`config.mk`:
```
export PLATFORM = sky130hd
export DESIGN_NAME = tbt_queue
export DESIGN_NICKNAME = d
export VERILOG_FILES = /design/src/rtl/tbt_pkg.sv /design/src/rtl/tbt_queue.sv
export SDC_FILE = /design/constraint.sdc
export NUM_CORES = 1
export LEC_CHECK = 0
export ABC_AREA = 1
export BUFFER_PORTS_ARGS = -buffer_cell sky130_fd_sc_hd__buf_2
export CORE_AREA = 2 2 302 304
export CTS_CLUSTER_SIZE = 16
export DETAILED_ROUTE_END_ITERATION = 6
export DIE_AREA = 0 0 304 306
export SETUP_SLACK_MARGIN = 0.5
export SLEW_MARGIN = 20
export SYNTH_ARGS = -nofsm -noshare
export SYNTH_HDL_FRONTEND = slang
export SYNTH_SLANG_ARGS = --single-unit
export TNS_END_PERCENT = 5
```
`constraint.sdc`:
```
create_clock -name clk -period 4.5 [get_ports clk]
set_clock_uncertainty 0.05 [all_clocks]
set_input_delay 0.45 -clock clk [delete_from_list [all_inputs] [get_ports clk]]
set_output_delay 0.45 -clock clk [all_outputs]
set_load 0.05 [all_outputs]
```
`src/rtl/tbt_pkg.sv`:
```
`default_nettype none
package tbt_pkg;

  localparam int CW   = 16;
  localparam int DW   = CW + 1;
  localparam int PW   = 2 * DW;
  localparam int CXW  = PW + 1;
  localparam int LOW  = 18;
  localparam int HIW  = CXW - LOW;
  localparam int DOTW = 2 * CXW + 2;
  localparam int WF   = 16;
  localparam int WW   = WF + 2;
  localparam int QB   = WF + 4;
  localparam int RW   = DOTW + QB;
  localparam int GW   = WF + 7;
  localparam int TOLW = 16;
  localparam int QD   = 4;
  localparam int QAW  = 2;

  typedef logic signed [CW-1:0] coord_t;
  typedef logic signed [DW-1:0] diff_elem_t;

  typedef struct packed {
    diff_elem_t ux, uy, uz;
    diff_elem_t vx, vy, vz;
    diff_elem_t wx, wy, wz;
  } diff_t;

  typedef struct packed {
    logic            kill;
    logic            neg;
    logic            big;
    logic [DOTW-1:0] mag;
    logic [DOTW-1:0] den;
  } div_in_t;

  typedef struct packed {
    logic          kill;
    logic          neg;
    logic          big;
    logic [QB-1:0] quo;
  } div_out_t;

endpackage
`default_nettype wire

```
`src/rtl/tbt_queue.sv`:
```
`default_nettype none
module tbt_queue (
  input  wire            clk,
  input  wire            rst_n,
  input  wire            push,
  input  tbt_pkg::diff_t push_data,
  output logic           full,
  input  wire            pop,
  output logic           not_empty,
  output tbt_pkg::diff_t head
);

  tbt_pkg::diff_t              mem_r [tbt_pkg::QD];
  logic [tbt_pkg::QAW-1:0]     wp_r, rp_r;
  logic [tbt_pkg::QAW:0]       cnt_r, cnt_nxt;

  assign full      = cnt_r == (tbt_pkg::QAW+1)'(tbt_pkg::QD);
  assign not_empty = cnt_r != '0;
  assign head      = mem_r[rp_r];

  always_comb begin
    cnt_nxt = cnt_r;
    if (push && !pop) cnt_nxt = cnt_r + 1'b1;
    if (!push && pop) cnt_nxt = cnt_r - 1'b1;
  end

  always_ff @(posedge clk) begin
    if (!rst_n) begin
      wp_r  <= '0;
      rp_r  <= '0;
      cnt_r <= '0;
    end else begin
      cnt_r <= cnt_nxt;
      if (push) wp_r <= wp_r + 1'b1;
      if (pop) rp_r <= rp_r + 1'b1;
    end
  end

  always_ff @(posedge clk) begin
    if (push) mem_r[wp_r] <= push_data;
  end

endmodule
`default_nettype wire

```
==> impl_metrics.tcl <==
set metrics [dict create \
    outcome "completed" \
    yosys.area.top_type_share_pct 79.4 \
    rrSetupSlack_ps 2150 \
    dieArea_sq_mm 0.0930 \
    ir_drop_uv 296 \
    p_per_area_mw_per_mm2 465 \
    p_clk_share_pct 37.6 \
    routed_wl_mm 55.8 \
    syn2layout_area_growth_pct 27.0 \
    hpwlAfterDp_mm 31.0 \
    grt_antenna_before_repair 8 \
    slew_headroom_pct 37.3 \
    first_global_vias 14800 \
    hold_buffers 150 \
    maxCapViolCount 0 \
    rr_startpoint "wp_r[0]" \
    avgSynthCellArea_sq_um 15.1 \
    comb_power_share_pct 13.6 \
    finalHoldViolCount 0 \
    power.leakage_uw 0.0100 \
    critPathCaptureType "primary output" \
    rr_worst_depth 6 \
    ant_nets 0 \
    p_sw_uw 3580 \
    max_freq_ghz 0.298 \
    period_needed_ps 3350 \
    setup_viol 0 \
    synth_cell_type_count 23 \
    netSwitchingFraction_pct 26.2 \
    path_class "register to primary output" \
    final_nets 2151 \
    hold_class "input port to register" \
    ys_seq_area_share_pct 80.2 \
    cts_tree "yes" \
    diodes 0 \
    syn_area_sq_mm 0.0231 \
    worst-slew-pin-transition_ps 940 \
    core_area_sq_mm 0.0896 \
    drv_slew 0 \
    cts_sinks 621 \
    min_period_over_period_pct 74.5 \
    synth_area_leader_cell "edfxtp_1" \
    via_per_inst 4.51 \
    grt_pass1_wl_mm 84.2 \
    synthesis.yosys.warnings 0 \
    grt_usage_pct 11.6 \
    report.power.total_uw 13700 \
    synth_area_leaders "edfxtp_1, o21ai_0, nor2_1" \
    num_rows 110 \
    totalNegativeSetupSlack_ps 0 \
    drtPass1Iterations 6 \
    clkTransAtPathRegs_ps 60 \
    synthCells 1536 \
    internal-power_uw 10100 \
    root_buffer "clkbuf_16" \
    synth-seq-cells 621 \
    gp_congestion 0.751 \
    clk_path_buf_depth 3 \
    arrival_ps 2850 \
    drt_iter0_markers 970 \
    required_ps 4000 \
    crit_fanout 74 \
    crit_path_end "head[25]" \
    final_common_cell "edfxtp_1" \
    htreeDepth 3 \
    initial_core_util_pct 25.8 \
    timing.rr.end "mem_r[2][115]" \
    portBuffers 311 \
    syn_nets 1699 \
    post-cts-setup-buffers 0 \
    rsz0062_at_grt "false" \
    overflow 0 \
    io_pins 312 \
    die_h_um 306 \
    vias 14500 \
    final_layout_size_suffix_gt1_share_pct 21.0 \
    start_kind "register" \
    final_cell_mix "edfxtp_1, buf_2, nor2_1" \
    drc 0 \
    fill_cells 8622 \
    cts_buffers 66 \
    cts.repair.resized 0 \
    seqPwrFrac_pct 48.8 \
    grt_start_max_net_pins 157 \
    dieWidth_um 304 \
    post_drt_wl_per_cell_um 17.4 \
    clk_latency_ps 590 \
]
through the flow:
| step | hold slack, ps | cell area (sq um) | setup slack (ps) | utilization (%) | instances |
|---|---|---|---|---|---|
| floorplan | 362 | 23100 | 414 | - | 1536 |
| global placement | 369 | 25800 | 1640 | 28.9 | 2946 |
| detailed placement | 371 | 25800 | 1680 | 28.9 | 2946 |
| CTS | 7.57 | 29400 | 1000 | 32.8 | 3210 |
| global route | 37.0 | 29400 | 937 | 32.8 | 3210 |
| finish | 54.6 | 29400 | 1150 | 32.8 | 3210 |
layer usage:
metal	global-route usage, %	wire (um)
met5	0	76
met4	4.18	1350
met3	3.44	3910
met2	19.9	27500
met1	14.0	23000
worst max-delay path, stage by stage, from the launching register on:
cell     delay, ps
dfxtp_4        460
inv_4          610
buf_12         410
o21ai_0        150
o22ai_1        250
buf_2          330
synthesized netlist by cell type:
| cell | number |
|---|---|
| clkbuf_2 | 2 |
| buf_6 | 27 |
| dfxtp_1 | 9 |
| buf_2 | 24 |
| inv_2 | 1 |
| o21ai_1 | 19 |
| o22ai_1 | 153 |
| nand2_1 | 9 |
| nand4_1 | 1 |
| buf_4 | 4 |
| ha_1 | 5 |
| inv_1 | 15 |
| inv_8 | 1 |
| clkbuf_1 | 40 |
| o21ai_0 | 293 |
| nor2_1 | 309 |
| buf_12 | 1 |
| nor3_1 | 1 |
| buf_8 | 2 |
| edfxtp_1 | 612 |
| a21oi_1 | 5 |
| fa_1 | 1 |
| nand3_1 | 2 |
worst min-delay path by stage:
stage                    from       endpoint  slack, ps  depth (start not counted)
2_1_floorplan         rp_r[1]       register        360                          1
3_3_place_gp          rp_r[1]       register        370                          1
3_5_place_dp          rp_r[1]       register        370                          1
4_1_cts        push_data[114]  mem_r[3][114]          8                          1
5_1_grt        push_data[114]  mem_r[3][114]         40                          1
6_report        push_data[25]   mem_r[2][25]         50                          1
area by class of cell:
type,count,area (sq um),area share (%)
clock buffers,79,1760,6.00
clock inverters,35,267,0.907
inverters,17,92.6,0.315
multi-input cells,798,3840,13.1
flip-flops and latches,621,18600,63.2
well taps,1176,1470,5.01
repair buffers,484,3380,11.5
sequential cells by signal (all words and copies together), names as in the netlist, named ones only:
register / flops
cnt_r: 3
mem_r: 612
rp_r: 2
wp_r: 2
cell families after synthesis:
logic type	share of synthesized area [%]
adder cells (fa/ha/maj)	0.357
AND/OR/NAND/NOR	5.25
AO/OA/AOI/OAI	11.0
flip-flops	80.2
buffers and inverters	3.18
power by group through the flow:
stage                     combinational, uW  clock [uW]  sequential (uW)
final                                  1850        5140             6670
after global routing                   1970        5490             6690
after CTS                              1870        5290             6670
after detailed placement               1760           0             6790
after global placement                 1730           0             6780
after floorplan                        1230           0             6800
Note: power is estimated with default switching activity, not from simulation.
