<file path="src/rtl/tbt_pkg.sv">
`default_nettype none
package tbt_pkg;

  localparam int CW   = 16;
  localparam int DW   = CW + 1;
  localparam int PW   = 2 * DW;
  localparam int CXW  = PW + 1;
  localparam int LOW  = 18;
  localparam int HIW  = CXW - LOW;
  localparam int DOTW = 2 * CXW + 2;
  localparam int WF   = 16;
  localparam int WW   = WF + 2;
  localparam int QB   = WF + 4;
  localparam int RW   = DOTW + QB;
  localparam int GW   = WF + 7;
  localparam int TOLW = 16;
  localparam int QD   = 4;
  localparam int QAW  = 2;

  typedef logic signed [CW-1:0] coord_t;
  typedef logic signed [DW-1:0] diff_elem_t;

  typedef struct packed {
    diff_elem_t ux, uy, uz;
    diff_elem_t vx, vy, vz;
    diff_elem_t wx, wy, wz;
  } diff_t;

  typedef struct packed {
    logic            kill;
    logic            neg;
    logic            big;
    logic [DOTW-1:0] mag;
    logic [DOTW-1:0] den;
  } div_in_t;

  typedef struct packed {
    logic          kill;
    logic          neg;
    logic          big;
    logic [QB-1:0] quo;
  } div_out_t;

endpackage
`default_nettype wire

</file>
<file path="src/rtl/tbt_front.sv">
`default_nettype none
module tbt_front (
  input  wire            clk,
  input  wire            rst_n,
  input  wire            in_valid,
  output logic           in_ready,
  input  tbt_pkg::coord_t px, py, pz,
  input  tbt_pkg::coord_t ax, ay, az,
  input  tbt_pkg::coord_t bx, by, bz,
  input  tbt_pkg::coord_t cx, cy, cz,
  input  wire            q_full,
  output logic           push,
  output tbt_pkg::diff_t push_data
);

  logic          f_v_r, f_v_nxt;
  tbt_pkg::diff_t f_d_r;

  function automatic tbt_pkg::diff_elem_t dsub(tbt_pkg::coord_t a, tbt_pkg::coord_t b);
    return tbt_pkg::diff_elem_t'({a[tbt_pkg::CW-1], a}) -
           tbt_pkg::diff_elem_t'({b[tbt_pkg::CW-1], b});
  endfunction

  assign in_ready  = !f_v_r || !q_full;
  assign push      = f_v_r && !q_full;
  assign push_data = f_d_r;

  always_comb begin
    f_v_nxt = f_v_r;
    if (push) f_v_nxt = 1'b0;
    if (in_valid && in_ready) f_v_nxt = 1'b1;
  end

  always_ff @(posedge clk) begin
    if (!rst_n) begin
      f_v_r <= 1'b0;
    end else begin
      f_v_r <= f_v_nxt;
    end
  end

  always_ff @(posedge clk) begin
    if (in_valid && in_ready) begin
      f_d_r.ux <= dsub(bx, ax);
      f_d_r.uy <= dsub(by, ay);
      f_d_r.uz <= dsub(bz, az);
      f_d_r.vx <= dsub(cx, ax);
      f_d_r.vy <= dsub(cy, ay);
      f_d_r.vz <= dsub(cz, az);
      f_d_r.wx <= dsub(px, ax);
      f_d_r.wy <= dsub(py, ay);
      f_d_r.wz <= dsub(pz, az);
    end
  end

endmodule
`default_nettype wire

</file>
<file path="config.mk">
export PLATFORM = sky130hd
export DESIGN_NAME = tbt_front
export DESIGN_NICKNAME = d
export VERILOG_FILES = /design/src/rtl/tbt_pkg.sv /design/src/rtl/tbt_front.sv
export SDC_FILE = /design/constraint.sdc
export NUM_CORES = 1
export LEC_CHECK = 0
export ABC_AREA = 1
export BUFFER_PORTS_ARGS = -buffer_cell sky130_fd_sc_hd__buf_2
export CORE_AREA = 2 2 161 163
export CTS_BUF_LIST = sky130_fd_sc_hd__clkbuf_4 sky130_fd_sc_hd__clkbuf_8
export DETAILED_ROUTE_END_ITERATION = 7
export DIE_AREA = 0 0 163 165
export PLACE_DENSITY = 0.86
export SLEW_MARGIN = 10
export SYNTH_ARGS = -nofsm -noshare
export SYNTH_HDL_FRONTEND = slang
export SYNTH_SLANG_ARGS = --single-unit
</file>
<file path="constraint.sdc">
create_clock -name clk -period 21.3 [get_ports clk]
set_input_delay 3.195 -clock clk [delete_from_list [all_inputs] [get_ports clk]]
set_output_delay 3.195 -clock clk [all_outputs]
set_load 0.01 [all_outputs]
</file>
==> results.md <==
- Most frequent cells in the layout: nand2_1 (846), inv_1 (496), buf_2 (350)
- Clock Latency Late Sink: approximately 0.45 ns
- Final Cell Area: 16200 sq um
- Initial DRC Count: 1070
- Core Area: 25000 sq um
- Crit path kind: in -> out
- Post-CTS Setup Inserts: 0
- Slew @ Worst Pin: 1.05 ns
- Final Cycle Share: 0.317
- Placed cell area: 15800 sq um
- Hold wc startpoint: f_v_r
- Residual DRC: 0
- Skew final: approximately 0.016 ns
- Most frequent CP cell: buf_2
- Max-cap viol count: 0
- Syn Nets: 2365
- # nets final: about 2700
- Port bufs: between 300 and 400
- Total routed wirelength: around 38000 microns
- Initial antenna violation count: 11
- Mean Syn Cell Area: 6.77 sq um
- Overall Global Routing Usage: 0.289
- Fillers: 2280
- Slew HR: 0.303
- CP max stage cell: buf_2
- # IOs: 351
- Crit path launch: q_full
- Clk buf depth: 2
- Run status: finished, final reports clean
- Cell row count: just under 60
- Critical Path End Type: output port
- Global route total overflow: 0
- Total negative slack: 0 ns
- Die Y: 165 microns
- HP Class: reg -> reg
- Critical R2R Launch: f_v_r
- Clock buffer count from CTS: 17
- Post-Syn Instances: 2016
- Seq/Total Area, Yosys: 0.338
- RSZ-0062 raised after global routing: false
- Gpl congestion: 0.964
- WP data required: roughly 18 ns
- Die Span X: 163 microns
- Vias: around 14000
- Hpwl dp: 32200 microns
- Crit path max-delay family: buffers and inverters
- FF+latch count, synth: 154
- Pwr dens: 59.6 nW/um^2
- Post-Syn Area: 13600 sq um
- Multi-input logic area: 7180 sq um
- Die ar.: around 27000 sq um
- Met3 WL: approximately 3100 microns
- Commonest non-fill, non-tap cell in the layout: nand2_1
- Flop-to-flop setup slack: 18.63 ns
- Hold Slack: 0.581 ns
- CP bufs+invs: 2
- Fin. Hold Viols: 0
- Global-route wire length before repair: 61100 microns
- Max incr delay on CP: 0.13 ns
- # H-tree levels: 4
- Data arrival, critical path: roughly 3.6 ns
- Resized cells post-CTS: 0
- WL per Instance: 14.1 microns
- Clock Pin Slew Worst Setup and Hold Paths: around 0.090 ns
- Clock Sinks: 154
- Crit Path Max Fanout: 3
- Final antenna-violating net count: 0
- Register area: 4610 sq um
- Peak supply drop: around 47 uV
- Pin count of the biggest net entering global routing: 78
- Vias in the first global route: 12900
- Pleak: 10.0 nW
- Fmax: ~150 MHz
- Final Setup Violations: 0
- Fin crit period: 6.75 ns
- Initial Utilization: 0.545
- DR WL met2: 18200 microns
- CP startpoint kind: input pin
- Routed met1 length: 15700 microns
- Synth warn: 0
- Root buffer cell: clkbuf_8
- Max Slew Vio Count: 0
- CP Cell Sequence: buf_2 -> nor2_1 -> buf_2
- Top Metal Used: met5
- Hold buffer count at cts: 0
- Distinct cell type count of the synthesized netlist: 15
- Util after Layout: 0.649
- CTS tree: yes
- Area Growth Syn to Fin: 19.0%
- DR pass1 iterations: 6
- Vias per inst: 4.96
- Layout cells sized above 1: 0.160
## cell usage after synthesis (all sizes together)
library cell	count	area share
xor2	44	0.028
nand2	847	0.23
inv	496	0.14
nor3	36	0.013
xnor2	19	0.012
fa	9	0.013
a21boi	1	0.00055
edfxtp	153	0.34
nor2	65	0.018
ha	144	0.13
or2	10	0.0046
a21oi	91	0.033
nand3	100	0.037
dfxtp	1	0.0015
## metrics by stage
stage	total power, mW	setup WS, ns	std cells
floorplan	0.630	9.99	2016
global placement	0.733	14.56	2698
detailed placement	0.741	14.56	2698
CTS	0.969	14.56	2730
global route	1.03	14.54	2733
finish	0.967	14.55	2736
## final cells by class
type	instances	share of cell area
inverters	496	0.115
clock buffers	17	0.0144
well taps	330	0.0254
clock inverters	15	0.00963
flip-flops and latches	154	0.284
repair buffers	352	0.109
multi-input cells	1366	0.442
diodes	6	0.000925
## state kept, by name, indices dropped and copies added (netlist names)
| signal | count |
|---|---|
| f_v_r | 1 |
| push_data | 153 |
## tightest hold or removal path, stage by stage (launching register included)
cell,delay (ns)
dfxtp_1,0.36
nand2_1,0.08
a21boi_0,0.09
## worst paths after layout
path,endpoint,depth (start not counted)
setup / recovery,push,3
hold reg to reg,f_v_r,2
setup reg to reg,push_data[66],3
hold / removal,f_v_r,2
## logic make-up (layout without fill, tap and decap cells)
| group | Yosys count | count (layout) | synth area share |
|---|---|---|---|
| DFF | 154 | 154 | 0.338 |
| xor gates and xnor gates | 63 | 63 | 0.0404 |
| other | 0 | 6 | 0 |
| AOI/OAI and AO/OA | 92 | 92 | 0.0339 |
| buffers and inverters | 496 | 880 | 0.136 |
| adders and majority gates | 153 | 153 | 0.145 |
| and+or+nand+nor | 1058 | 1058 | 0.306 |
## where the power goes
part           internal (mW)  total, mW  leakage (nW)  switching (mW)
Sequential             0.386      0.397          1.50          0.0116
Clock                 0.0973      0.229         0.194           0.132
Combinational          0.126      0.341          8.31           0.215
## routing by layer
layer  global-route usage  vias to the layer above
li1                     -                     6894
met1                0.349                     5992
met2                0.503                      566
met3               0.0563                      106
met4                0.121                       10
met5                    0                        -
No activity file was read; power rests on OpenSTA's default activity.
